--- src/hw/rtl/tbcs_pkg.sv ---
// Shared types, constants and codes for the two-body collision stepper.
package tbcs_pkg;

  // Default word format: signed Q16.16
  localparam int WORD_BITS_DEFAULT     = 32;
  localparam int FRACTION_BITS_DEFAULT = 16;

  // Fixed field and register widths
  localparam int FIELD_BITS     = 32;
  localparam int MASS_BITS      = 10;
  localparam int DEN_BITS       = MASS_BITS + 1;
  localparam int TS_BITS        = 16;
  localparam int DIST_BITS      = 31;
  localparam int ELAS_BITS      = 17;
  localparam int COEF_BITS      = ELAS_BITS + 1;
  localparam int REG_FRAC       = 16;
  localparam int CFG_INDEX_BITS = 3;
  localparam int CFG_DATA_BITS  = 31;

  // Width of the centre-of-mass numerator: two mass products and a carry
  localparam int NUM_BITS_DEFAULT = WORD_BITS_DEFAULT + MASS_BITS + 2;

  // Rounding offset for the Q0.16 scale products, and one in Q1.16
  localparam int                   ROUND_HALF = 1 << (REG_FRAC - 1);
  localparam logic [ELAS_BITS-1:0] E_ONE      = ELAS_BITS'(1 << REG_FRAC);

  // Reset magnitudes of position and velocity components, in whole units
  localparam int POS_RESET_MAG = 10;
  localparam int VEL_RESET_MAG = 5;

  // Item function codes
  localparam logic FUNC_STEP = 1'b0;
  localparam logic FUNC_LOAD = 1'b1;

  // Configuration register indexes
  typedef enum logic [CFG_INDEX_BITS-1:0] {
    REG_MASS_ONE         = 3'd0,
    REG_MASS_TWO         = 3'd1,
    REG_TIME_STEP        = 3'd2,
    REG_COLLIDE_DISTANCE = 3'd3,
    REG_ELASTICITY       = 3'd4
  } reg_index_t;

  typedef struct packed {
    logic [MASS_BITS-1:0] mass_one;
    logic [MASS_BITS-1:0] mass_two;
    logic [TS_BITS-1:0]   time_step;
    logic [DIST_BITS-1:0] collide_distance;
    logic [ELAS_BITS-1:0] elasticity;
  } cfg_t;

  localparam cfg_t CFG_RESET = '{
    mass_one:         MASS_BITS'(10),
    mass_two:         MASS_BITS'(50),
    time_step:        TS_BITS'(1114),
    collide_distance: DIST_BITS'(19661),
    elasticity:       E_ONE
  };

  // Input word
  typedef struct packed {
    logic                         func;
    logic                         body_select;
    logic signed [FIELD_BITS-1:0] load_pos_x;
    logic signed [FIELD_BITS-1:0] load_pos_y;
    logic signed [FIELD_BITS-1:0] load_vel_x;
    logic signed [FIELD_BITS-1:0] load_vel_y;
  } item_t;

  // Result word
  typedef struct packed {
    logic signed [FIELD_BITS-1:0] first_pos_x;
    logic signed [FIELD_BITS-1:0] first_pos_y;
    logic signed [FIELD_BITS-1:0] second_pos_x;
    logic signed [FIELD_BITS-1:0] second_pos_y;
    logic signed [FIELD_BITS-1:0] first_vel_x;
    logic signed [FIELD_BITS-1:0] first_vel_y;
    logic signed [FIELD_BITS-1:0] second_vel_x;
    logic signed [FIELD_BITS-1:0] second_vel_y;
    logic                         collided;
  } result_t;

  // Controller states
  typedef enum logic [4:0] {
    S_IDLE,
    S_ADV_MUL,
    S_ADV_UPD,
    S_DIST,
    S_DIST_CHK,
    S_SQ_Y,
    S_SQ_D,
    S_SQ_CMP,
    S_COM_A,
    S_COM_B,
    S_COM_SUM,
    S_DIV_START,
    S_DIV_WAIT,
    S_VCM,
    S_RES,
    S_RES_MUL,
    S_RES_UPD,
    S_FINISH
  } state_t;

  // Datapath operations, one per cycle
  typedef enum logic [4:0] {
    OP_NONE,
    OP_START,
    OP_LOAD,
    OP_ADV_MUL,
    OP_ADV_UPD,
    OP_DIST,
    OP_SQ_X,
    OP_SQ_Y,
    OP_SQ_D,
    OP_HIT,
    OP_COM_A,
    OP_COM_B,
    OP_COM_SUM,
    OP_DIV_START,
    OP_VCM,
    OP_RES,
    OP_RES_MUL,
    OP_RES_UPD,
    OP_OUT
  } dp_op_t;

  // Command from controller: operation and component select {body, axis}
  typedef struct packed {
    dp_op_t     op;
    logic [1:0] sel;
  } cmd_t;

  // Status from datapath
  typedef struct packed {
    logic far;
    logic close;
    logic div_done;
  } dp_status_t;

endpackage

--- src/hw/rtl/tbcs_ctrl.sv ---
// Controller: sequences one item through the datapath and owns the handshakes.
module tbcs_ctrl (
  input  logic                 clk,
  input  logic                 rst,
  input  logic                 item_valid,
  input  logic                 item_func,
  output logic                 item_stall,
  output logic                 result_valid,
  input  logic                 result_stall,
  input  tbcs_pkg::dp_status_t status,
  output tbcs_pkg::cmd_t       cmd
);

  import tbcs_pkg::*;

  state_t     state, state_next;
  logic [1:0] sel, sel_next;
  logic       result_valid_next;

  // State, component select and result valid
  always_ff @(posedge clk) begin
    if (rst) begin
      state        <= S_IDLE;
      sel          <= '0;
      result_valid <= 1'b0;
    end else begin
      state        <= state_next;
      sel          <= sel_next;
      result_valid <= result_valid_next;
    end
  end

  // Next state and datapath commands; sel is {body, axis}
  always_comb begin
    state_next        = state;
    sel_next          = sel;
    cmd.op            = OP_NONE;
    cmd.sel           = sel;
    item_stall        = 1'b1;
    result_valid_next = result_valid && result_stall;
    unique case (state)
      S_IDLE: begin
        item_stall = 1'b0;
        if (item_valid) begin
          if (item_func == FUNC_LOAD) begin
            cmd.op     = OP_LOAD;
            state_next = S_FINISH;
          end else begin
            cmd.op     = OP_START;
            sel_next   = '0;
            state_next = S_ADV_MUL;
          end
        end
      end
      S_ADV_MUL: begin
        cmd.op     = OP_ADV_MUL;
        state_next = S_ADV_UPD;
      end
      S_ADV_UPD: begin
        cmd.op   = OP_ADV_UPD;
        sel_next = sel + 2'd1;
        if (sel == 2'd3) begin
          state_next = S_DIST;
        end else begin
          state_next = S_ADV_MUL;
        end
      end
      S_DIST: begin
        cmd.op     = OP_DIST;
        state_next = S_DIST_CHK;
      end
      S_DIST_CHK: begin
        if (status.far) begin
          state_next = S_FINISH;
        end else begin
          cmd.op     = OP_SQ_X;
          state_next = S_SQ_Y;
        end
      end
      S_SQ_Y: begin
        cmd.op     = OP_SQ_Y;
        state_next = S_SQ_D;
      end
      S_SQ_D: begin
        cmd.op     = OP_SQ_D;
        state_next = S_SQ_CMP;
      end
      S_SQ_CMP: begin
        if (status.close) begin
          cmd.op     = OP_HIT;
          sel_next   = '0;
          state_next = S_COM_A;
        end else begin
          state_next = S_FINISH;
        end
      end
      S_COM_A: begin
        cmd.op     = OP_COM_A;
        sel_next   = {1'b1, sel[0]};
        state_next = S_COM_B;
      end
      S_COM_B: begin
        cmd.op     = OP_COM_B;
        sel_next   = {1'b0, sel[0]};
        state_next = S_COM_SUM;
      end
      S_COM_SUM: begin
        cmd.op     = OP_COM_SUM;
        state_next = S_DIV_START;
      end
      S_DIV_START: begin
        cmd.op     = OP_DIV_START;
        state_next = S_DIV_WAIT;
      end
      S_DIV_WAIT: begin
        if (status.div_done) begin
          state_next = S_VCM;
        end
      end
      S_VCM: begin
        cmd.op     = OP_VCM;
        state_next = S_RES;
      end
      S_RES: begin
        cmd.op     = OP_RES;
        state_next = S_RES_MUL;
      end
      S_RES_MUL: begin
        cmd.op     = OP_RES_MUL;
        state_next = S_RES_UPD;
      end
      S_RES_UPD: begin
        cmd.op = OP_RES_UPD;
        if (!sel[1]) begin
          sel_next   = {1'b1, sel[0]};
          state_next = S_RES;
        end else if (!sel[0]) begin
          sel_next   = {1'b0, 1'b1};
          state_next = S_COM_A;
        end else begin
          state_next = S_FINISH;
        end
      end
      S_FINISH: begin
        // Hold until the result register is free
        if (!(result_valid && result_stall)) begin
          cmd.op            = OP_OUT;
          result_valid_next = 1'b1;
          state_next        = S_IDLE;
        end
      end
      default: state_next = S_IDLE;
    endcase
  end

`ifndef ASSERT_OFF
  a_div_done_wait: assert property (@(posedge clk) disable iff (rst)
    status.div_done |-> (state == S_DIV_WAIT))
    else $error("divider finished outside the wait state");
  a_load_finish: assert property (@(posedge clk) disable iff (rst)
    (item_valid && !item_stall && item_func == FUNC_LOAD) |=> (state == S_FINISH))
    else $error("load word did not go straight to finish");
  a_finish_out: assert property (@(posedge clk) disable iff (rst)
    (state == S_FINISH && !result_stall) |=> (result_valid && state == S_IDLE))
    else $error("finished word not presented");
`endif

endmodule

--- config.mk ---
export PLATFORM = sky130hd
export DESIGN_NAME = tbcs_ctrl
export DESIGN_NICKNAME = d
export VERILOG_FILES = /design/src/hw/rtl/tbcs_pkg.sv /design/src/hw/rtl/tbcs_ctrl.sv
export SDC_FILE = /design/constraint.sdc
export NUM_CORES = 1
export LEC_CHECK = 0
export BUFFER_PORTS_ARGS = -buffer_cell sky130_fd_sc_hd__buf_4
export CAP_MARGIN = 20
export CORE_UTILIZATION = 30
export DETAILED_ROUTE_END_ITERATION = 16
export PLACE_DENSITY = 0.57
export SKIP_LAST_GASP = 1
export SYNTH_ARGS = -nofsm -noshare
export SYNTH_HDL_FRONTEND = slang
export SYNTH_SLANG_ARGS = --single-unit
--- constraint.sdc ---
create_clock -name clk -period 1.6 [get_ports clk]
set_input_delay 0.16 -clock clk [delete_from_list [all_inputs] [get_ports clk]]
set_output_delay 0.16 -clock clk [all_outputs]
set_load 0.01 [all_outputs]
Word level (Yosys, flattened, before mapping) --
Cells that the tools add are included.
Storage, ports and cells: output and inout bits 9, input bits 8, register bits 8, word-level logic and storage cells 62
Cells by class: equal/unequal tests 24, bitwise operators 2, reductions and logical operators 7, $add $sub $neg 1, muxes and demuxes 24
Operators by type and width (number):
- $pmux W5 S18 | 1
- $pmux W5 S17 | 1
- $mux W5 | 9
- $eq A5 B4 Y1 const B | 8
- $eq A5 B3 Y1 const B | 4
- $mux W2 | 8
- $ne A2 B2 Y1 const B | 6
- $pmux W2 S6 | 1
- $eq A5 B2 Y1 const B | 2
- $eq A5 B5 Y1 const B | 2
- $reduce_and A7 Y1 | 1
- $reduce_bool A6 Y1 | 1
- $eq A5 B1 Y1 const B | 1
- $logic_not A5 Y1 | 1
- $mux W4 | 1
- $reduce_and A4 Y1 | 1
- $reduce_bool A4 Y1 | 1
- $mux W3 | 1
- $reduce_and A3 Y1 | 1
- $add A2 B1 Y2 const B | 1
- $eq A2 B2 Y1 const B | 1
- $mux W1 | 2
- $not A1 Y1 | 2
- $logic_and A1 B1 Y1 | 1

Longest topological paths before layout --
Gate-level depths: netlist of the first run.
depth after elaboration 3, depth in mapped cells 6, gate-level depth less buffers 6

Worst setup path after synthesis of the first run --
OpenSTA, ideal clock, no wires.
kind register to register, from reg state[1], to reg state[2], clock period less this slack 1.500 ns, arrival time 1.381 ns, path slack 0.100 ns, required time 1.480 ns, library setup time 0.120 ns, stages on the path, launching flop included 7, path buffers 1, cells stage by stage dfxtp_1 buf_4 nor3_2 a32o_1 o21bai_4 a21o_1 o31a_1
Between the ends: word-level cells in the longest chain between the ends 3, elaborated cells between the ends (all ways) 23, classes of those cells eq/ne (20); mux (1); reduce/logical (2)
Ends and longest elaborated chain:
- start: declaration | RTL line tbcs_ctrl.sv:16 | state_t state, state_next;
- start signal: assignment | RTL line tbcs_ctrl.sv:27 | state <= state_next;
- $eq A5 B5 Y1, or another cell as far along | RTL line tbcs_ctrl.sv:41 | unique case (state)
- $ne A2 B2 Y1 (no source line)
- $reduce_and A3 Y1 (no source line)
Several ways; a longest one is shown, not always the timed one. A chain may end at the register's enable or synchronous reset.

==> results of run 1 <==
-- cell type report --
class | count | share of cell area, %
tap | 31 | 2.85
sequential | 8 | 12.8
multi-input combinational | 99 | 52.1
clock buffer | 3 | 1.65
inverter | 10 | 2.76
timing repair buffer | 47 | 27.8
-- layer usage --
layer	global-route usage [%]	vias to the layer above	wire (um)
met2	35.5	73	1570
met4	10.8	0	116
met5	0	-	0
li1	-	542	-
met3	4.88	15	262
met1	25.0	547	1270
-- synth_stat cells (2+ instances only) --
cell type                  count
sky130_fd_sc_hd__a211oi_1      2
sky130_fd_sc_hd__a21o_1        4
sky130_fd_sc_hd__a21oi_1      14
sky130_fd_sc_hd__buf_2         6
sky130_fd_sc_hd__dfxtp_1       8
sky130_fd_sc_hd__ha_1          2
sky130_fd_sc_hd__inv_1         9
sky130_fd_sc_hd__nand2_1       7
sky130_fd_sc_hd__nand2b_1      4
sky130_fd_sc_hd__nand3_1       3
sky130_fd_sc_hd__nor2_1       15
sky130_fd_sc_hd__nor3_1       11
sky130_fd_sc_hd__nor4_1        2
sky130_fd_sc_hd__o21a_1        2
sky130_fd_sc_hd__o21ai_0       3
sky130_fd_sc_hd__o21ai_1       4
-- power groups by stage --
stage	registers, mW	logic [mW]	clock network [mW]
final	0.436	2.21	0.170
after global routing	0.445	2.37	0.188
after CTS	0.423	2.01	0.171
after detailed placement	0.402	1.74	0
after global placement	0.398	1.75	0
after floorplan	0.358	1.11	0
-- flip-flops by register name (all words and copies together), names as in the netlist --
name	count
result_valid	1
sel	2
state	5
-- cells by family after synthesis --
group,Yosys count
multiplexers,3
adder cells (fa/ha/maj),2
XOR/XNOR,2
buffers and inverters,20
flip-flops,8
AND/OR/NAND/NOR,50
AO/OA/AOI/OAI,42
-- worst min-delay path by stage --
stage,start,end,slack (ns)
finish,rst,state[4],0.13
CTS,rst,state[4],0.12
global placement,rst,state[0],0.40
floorplan,item_func,state[4],0.32
detailed placement,rst,state[4],0.41
global route,rst,result_valid,0.12
-- repair_timing --
action,4_1_cts,5_1_grt
resized for setup,26,10
endpoints found under the setup margin,5,8
pin swaps,8,8
setup buffers,7,1
-- layout by cell type (no fill, tap or decap), types with 3 or more instances in the layout --
master	instances
sky130_fd_sc_hd__buf_4	40
sky130_fd_sc_hd__nor2_1	13
sky130_fd_sc_hd__a21oi_1	10
sky130_fd_sc_hd__nor3_1	9
sky130_fd_sc_hd__inv_1	8
sky130_fd_sc_hd__buf_6	7
sky130_fd_sc_hd__nand2_1	6
sky130_fd_sc_hd__a21oi_2	4
sky130_fd_sc_hd__a21o_1	4
sky130_fd_sc_hd__o21ai_1	3
sky130_fd_sc_hd__o21ai_0	3
sky130_fd_sc_hd__clkbuf_4	3
sky130_fd_sc_hd__dfxtp_1	3
sky130_fd_sc_hd__dfxtp_4	3
-- stage by stage --
step                      std cells  hold WS [ns]  util (%)  worst slack (ns)  TNS (ns)
after floorplan                 127         0.324         -            0.0998         0
after global placement          187         0.402      41.7          -0.00920  -0.00920
after detailed placement        187         0.408      41.7          -0.00451  -0.00451
after CTS                       197         0.121      47.6           -0.0228   -0.0348
after global routing            198         0.118      49.4            -0.142    -0.364
final                           198         0.125      49.4           -0.0937    -0.122
==> impl_metrics.env, run 1 <==
export IMPL_failed_checks="setup timing"
export IMPL_power_per_cell_area_nw_per_um2=2070
export IMPL_synth_seq_cells=8
export IMPL_timing_critical_path_to_type="output pin"
export IMPL_synth_net_count=137
export IMPL_rr_worst_depth=6
export IMPL_clock_skew_final_ns=0.00498
export IMPL_synth_top_cell_by_area="sky130_fd_sc_hd__dfxtp_1"
export IMPL_drt_pass1_iter_count=4
export IMPL_cp_max_fo=5
export IMPL_clock_tree_root_driver_cell="sky130_fd_sc_hd__clkbuf_4"
export IMPL_nNetsFinal=179
export IMPL_vdd_ir_drop_worst_uv=1200
export IMPL_detail_route_iter0_violations=56
export IMPL_postLayoutSetupSlackWorst_ns=-0.0937
export IMPL_max_cap_viol_count=0
export IMPL_sequential_cell_area_um2=174
export IMPL_synth_edf_count=0
export IMPL_die_width_um=56.0
export IMPL_dr_total_vias=1177
export IMPL_core_um2=2760
export IMPL_viasPerCell=5.94
export IMPL_synth_yosys_seq_area_share_pct=18.3
export IMPL_timing_final_max_slew_violations=0
export IMPL_xor_xnor_fraction_of_synth_area_pct=2.01
export IMPL_post_route_period_util_pct=106
export IMPL_layout_area_overhead_vs_synth_pct=55.9
export IMPL_crit_required_ns=1.44
export IMPL_antenna_found_initial=0
export IMPL_chipHeight_um=56.0
export IMPL_ys_dominant_reg_cell="sky130_fd_sc_hd__dfxtp_1"
export IMPL_fillCellCount=247
export IMPL_placed_cell_area_um2=1150
export IMPL_worstReg2RegStart="state[1]"
export IMPL_synthTopCellsByArea="sky130_fd_sc_hd__dfxtp_1 18%, sky130_fd_sc_hd__a21oi_1 8.0%, sky130_fd_sc_hd__nor2_1 6.4%"
export IMPL_holdPathStages=2
export IMPL_place_hpwl_mm=2.05
export IMPL_io_pins=17
export IMPL_grt_pass1_wl_mm=5.07
export IMPL_crit_path_end="cmd[2]"
export IMPL_max_clock_freq_ghz=0.590
export IMPL_num_antenna_cells=0
export IMPL_clkPwrFrac_pct=6.0
export IMPL_worst_setup_path_type="register to output pin"
export IMPL_netlist_cell_type_count=47
export IMPL_synth_fa_ha_area_share_pct=2.87
export IMPL_clkSinkCount=8
export IMPL_postSynth_asyncResetShare_pct=0
export IMPL_multi_input_area_um2=709
export IMPL_yosys_warnings=0
export IMPL_worst_setup_path_startpoint="state[2]"
export IMPL_worst_skew_pair_late_latency_ns=0.27
export IMPL_final_layout_size_suffix_gt1_share_pct=47.3
export IMPL_synth_top_family_by_area="compound AO/OA/AOI/OAI gates"
export IMPL_slowest_stage="sky130_fd_sc_hd__dfxtp_4"
export IMPL_groute_usage_overall_pct=21.1
export IMPL_worst_hold_path_type="primary input to register"
export IMPL_p_int_mw=1.52
export IMPL_clk_pin_slew_worst_paths_ns=0.06
export IMPL_synth_compound_area_share_pct=33.1
export IMPL_place_port_buffers=16
export IMPL_htree_num_levels=1
export IMPL_timing_slew_headroom_pct=76.4
export IMPL_grt_start_max_net_pins=12
export IMPL_hold_buffers=0
export IMPL_cp_arrival_ns=1.53
export IMPL_outcome="finished, violations left"
export IMPL_residual_antenna_violating_net_count_after_detailed_routing=0
export IMPL_grt_pass1_vias=1099
export IMPL_stdcell_area_um2=1360
export IMPL_cp_buffers_inverters=3
export IMPL_post_synth_mux_area_share_pct=3.72
export IMPL_power_total_mw=2.82
export IMPL_final_setup_viol_count=2
export IMPL_power_frac_seq_pct=15.5
export IMPL_regToRegEndpoint="state[2]"
export IMPL_cpLargestDelayFamily="flip-flops"
export IMPL_synth_simple_gate_area_share_pct=29.2
export IMPL_r2r_setup_slk_ns=0.04
export IMPL_grt_overflow=0
export IMPL_critical_path_cell_chain="buf_6 -> inv_2 -> nor3_4 -> a211oi_2 -> a311o_1 -> buf_4"
export IMPL_synth_top_cell_area_share_pct=18.3
export IMPL_setup_repair_after_global_routing_missed_its_margin="yes"
export IMPL_critical_path_depth=6
export IMPL_initial_utilization_pct=31.7
export IMPL_drc_errors=0
export IMPL_cts_tree="built"
export IMPL_switching_share_pct=46.0
export IMPL_ctsLongestPathBuffers=2
export IMPL_wl_per_cell_um=16.3
export IMPL_standby_leakage_power_nw=0.618
export IMPL_final_min_clock_period_ns=1.69
export IMPL_post_synthesis_cells=127
export IMPL_final_hold_violations=0
export IMPL_total_wire_length_mm=3.22
export IMPL_postSynthAreaPerCell_um2=6.88
export IMPL_cts_made_buffers=3
export IMPL_row_count=19
export IMPL_power_share_combinational_pct=78.5
export IMPL_critPathLaunchType="register"
export IMPL_timing_worst_slew_pin_value_ns=0.351
export IMPL_crit_path_max_incr_delay_ns=0.39
export IMPL_die_area_um2=3130
export IMPL_synth_area_um2=873
export IMPL_switching_component_of_the_power_mw=1.30
export IMPL_gp_congestion=0.866
(Power assumes the default switching activity.)
==> run 2: changes to the inputs <==
--- a/config.mk
+++ b/config.mk
@@ -10,6 +10,7 @@
 export CORE_UTILIZATION = 30
 export DETAILED_ROUTE_END_ITERATION = 16
 export PLACE_DENSITY = 0.57
+export RECOVER_POWER = 100
 export SKIP_LAST_GASP = 1
 export SYNTH_ARGS = -nofsm -noshare
 export SYNTH_HDL_FRONTEND = slang
==> run 2 against run 1 <==
  * The run still ends with setup timing left
  * Largest cell class unchanged
  * Final area shrank 0.83%
  * Combinational power is essentially flat
  * Count of clock-buffer cells in the layout is the same
  * Sequential cell count is the same
  * Sequential power is essentially flat
  * Register-to-register slack is essentially flat
  * Setup slack lost 0.0013 ns
  * First-iteration DRC count grew 3.6%
  * Maximum frequency is essentially flat
  * Routed wire length shrank 0.25%
==> impl_metrics.env, run 2 (synthesis results as in run 1) <==
export IMPL_outcome="finished, violations left"
export IMPL_failed_checks="setup timing"
export IMPL_chipHeight_um=56.0
export IMPL_cts_made_buffers=3
export IMPL_largest_registers="state: 5 flops, sel: 2 flops, result_valid: 1 flops"
export IMPL_viasPerCell=5.89
export IMPL_io_pins=17
export IMPL_timing_slew_headroom_pct=76.1
export IMPL_die_width_um=56.0
export IMPL_final_hold_violations=0
export IMPL_critical_path_cell_chain="buf_6 -> inv_2 -> nor3_4 -> a211oi_2 -> a311o_1 -> buf_4"
export IMPL_clk_pin_slew_worst_paths_ns=0.06
export IMPL_layout_area_overhead_vs_synth_pct=54.6
export IMPL_antenna_found_initial=0
export IMPL_registers_top_by_ff_count="state"
export IMPL_die_area_um2=3130
export IMPL_drt_pass1_iter_count=4
export IMPL_mostFrequentLayoutCells="37 x sky130_fd_sc_hd__buf_4, 13 x sky130_fd_sc_hd__nor2_1, 10 x sky130_fd_sc_hd__a21oi_1"
export IMPL_groute_usage_overall_pct=21.1
export IMPL_grt_pass1_wl_mm=5.07
export IMPL_timing_worst_slew_pin_value_ns=0.355
export IMPL_stdcell_area_um2=1350
export IMPL_cts_tree="built"
export IMPL_max_cap_viol_count=0
export IMPL_slowest_stage="sky130_fd_sc_hd__dfxtp_4"
export IMPL_num_antenna_cells=0
export IMPL_ctsLongestPathBuffers=2
export IMPL_critPathLaunchType="register"
export IMPL_largest_reg_flops=5
export IMPL_worst_setup_path_type="register to output pin"
export IMPL_dr_total_vias=1167
export IMPL_cp_arrival_ns=1.53
export IMPL_grt_pass1_vias=1099
export IMPL_clock_skew_final_ns=0.00486
export IMPL_row_count=19
export IMPL_htree_num_levels=1
export IMPL_clock_tree_root_driver_cell="sky130_fd_sc_hd__clkbuf_4"
export IMPL_placed_cell_area_um2=1150
export IMPL_standby_leakage_power_nw=0.605
export IMPL_vdd_ir_drop_worst_uv=1190
export IMPL_cp_max_fo=5
export IMPL_nNetsFinal=179
export IMPL_postLayoutSetupSlackWorst_ns=-0.0949
export IMPL_final_layout_size_suffix_gt1_share_pct=45.5
export IMPL_final_setup_viol_count=2
export IMPL_post_route_period_util_pct=106
export IMPL_initial_utilization_pct=31.7
export IMPL_gp_congestion=0.866
export IMPL_worst_hold_path_type="primary input to register"
export IMPL_power_per_cell_area_nw_per_um2=2070
export IMPL_final_setup_tns_ns=-0.123
export IMPL_place_port_buffers=16
export IMPL_wl_per_cell_um=16.2
export IMPL_clkSinkCount=8
export IMPL_grt_start_max_net_pins=12
export IMPL_crit_required_ns=1.44
export IMPL_residual_antenna_violating_net_count_after_detailed_routing=0
export IMPL_worst_skew_pair_late_latency_ns=0.27
export IMPL_crit_path_max_incr_delay_ns=0.39
export IMPL_max_clock_freq_ghz=0.590
export IMPL_grt_overflow=0
export IMPL_timing_final_max_slew_violations=0
export IMPL_final_min_clock_period_ns=1.69
export IMPL_core_um2=2760
export IMPL_setup_repair_after_global_routing_missed_its_margin="yes"
export IMPL_timing_critical_path_to_type="output pin"
export IMPL_drc_errors=0
export IMPL_total_wire_length_mm=3.21
export IMPL_leading_cell_type_in_the_layout_fill_and_taps_excluded="sky130_fd_sc_hd__buf_4"
export IMPL_detail_route_iter0_violations=58
export IMPL_place_hpwl_mm=2.05
## run 2: cell types whose count changed in the layout (fill, tap and decap cells not counted), sizes merged
cell	before	now
clkbuf	3	6
buf	47	44
## run 2: power by group
part	leakage [nW]	internal (mW)	switching [mW]	total, mW
clock	0.0138	0.0868	0.0829	0.170
combinational	0.523	1.12	1.08	2.19
sequential	0.0683	0.298	0.137	0.435
## run 2: cell type report
class	count	area [um^2]
repair buffers	47	368
inverters	10	37.5
flip-flops and latches	8	174
well taps	31	38.8
multi-input cells	99	709
fillers	250	1410
clock buffers	3	22.5
## run 2: worst paths after layout
check | start | endpoint | slack, ns | cells after the start
worst min register to register | sel[0] | sel[0] | 0.56 | 2
worst min-delay path | rst | state[4] | 0.13 | 2
worst max-delay path | state[2] | cmd[2] | -0.09 | 6
worst max register to register | state[1] | state[2] | 0.04 | 6
## run 2: metal layers
layer	vias up	share of wire [%]	wire, um	global-route usage [%]
met5	-	0	0	0
met4	0	3.6	116	10.8
met3	15	7.8	249	4.88
met2	64	49	1560	35.5
met1	547	40	1280	25.0
li1	541	-	-	-
## run 2: worst max-delay path: cells and delay by family (launching register included)
family / cells / cell delay [ns]
compound gates: 2 / 0.35
flops: 1 / 0.39
buf+inv: 3 / 0.29
simple gates: 1 / 0.24
## run 2: what timing repair did
action	in CTS	in global routing
endpoints found under the setup margin	5	8
hold buffers	0	0
pin swaps	8	8
setup buffers	7	1
resized for setup	26	10
## run 2: per-stage QoR
stage / std cells / util, % / power [mW] / hold WS, ns / setup WS [ns]
after detailed placement: 187 / 41.7 / 2.14 / 0.408 / -0.00451
after CTS: 197 / 47.6 / 2.60 / 0.121 / -0.0228
after global routing: 198 / 49.0 / 2.98 / 0.118 / -0.142
after floorplan: 127 / - / 1.46 / 0.324 / 0.0998
after global placement: 187 / 41.7 / 2.15 / 0.402 / -0.00920
final: 198 / 49.0 / 2.80 / 0.126 / -0.0949
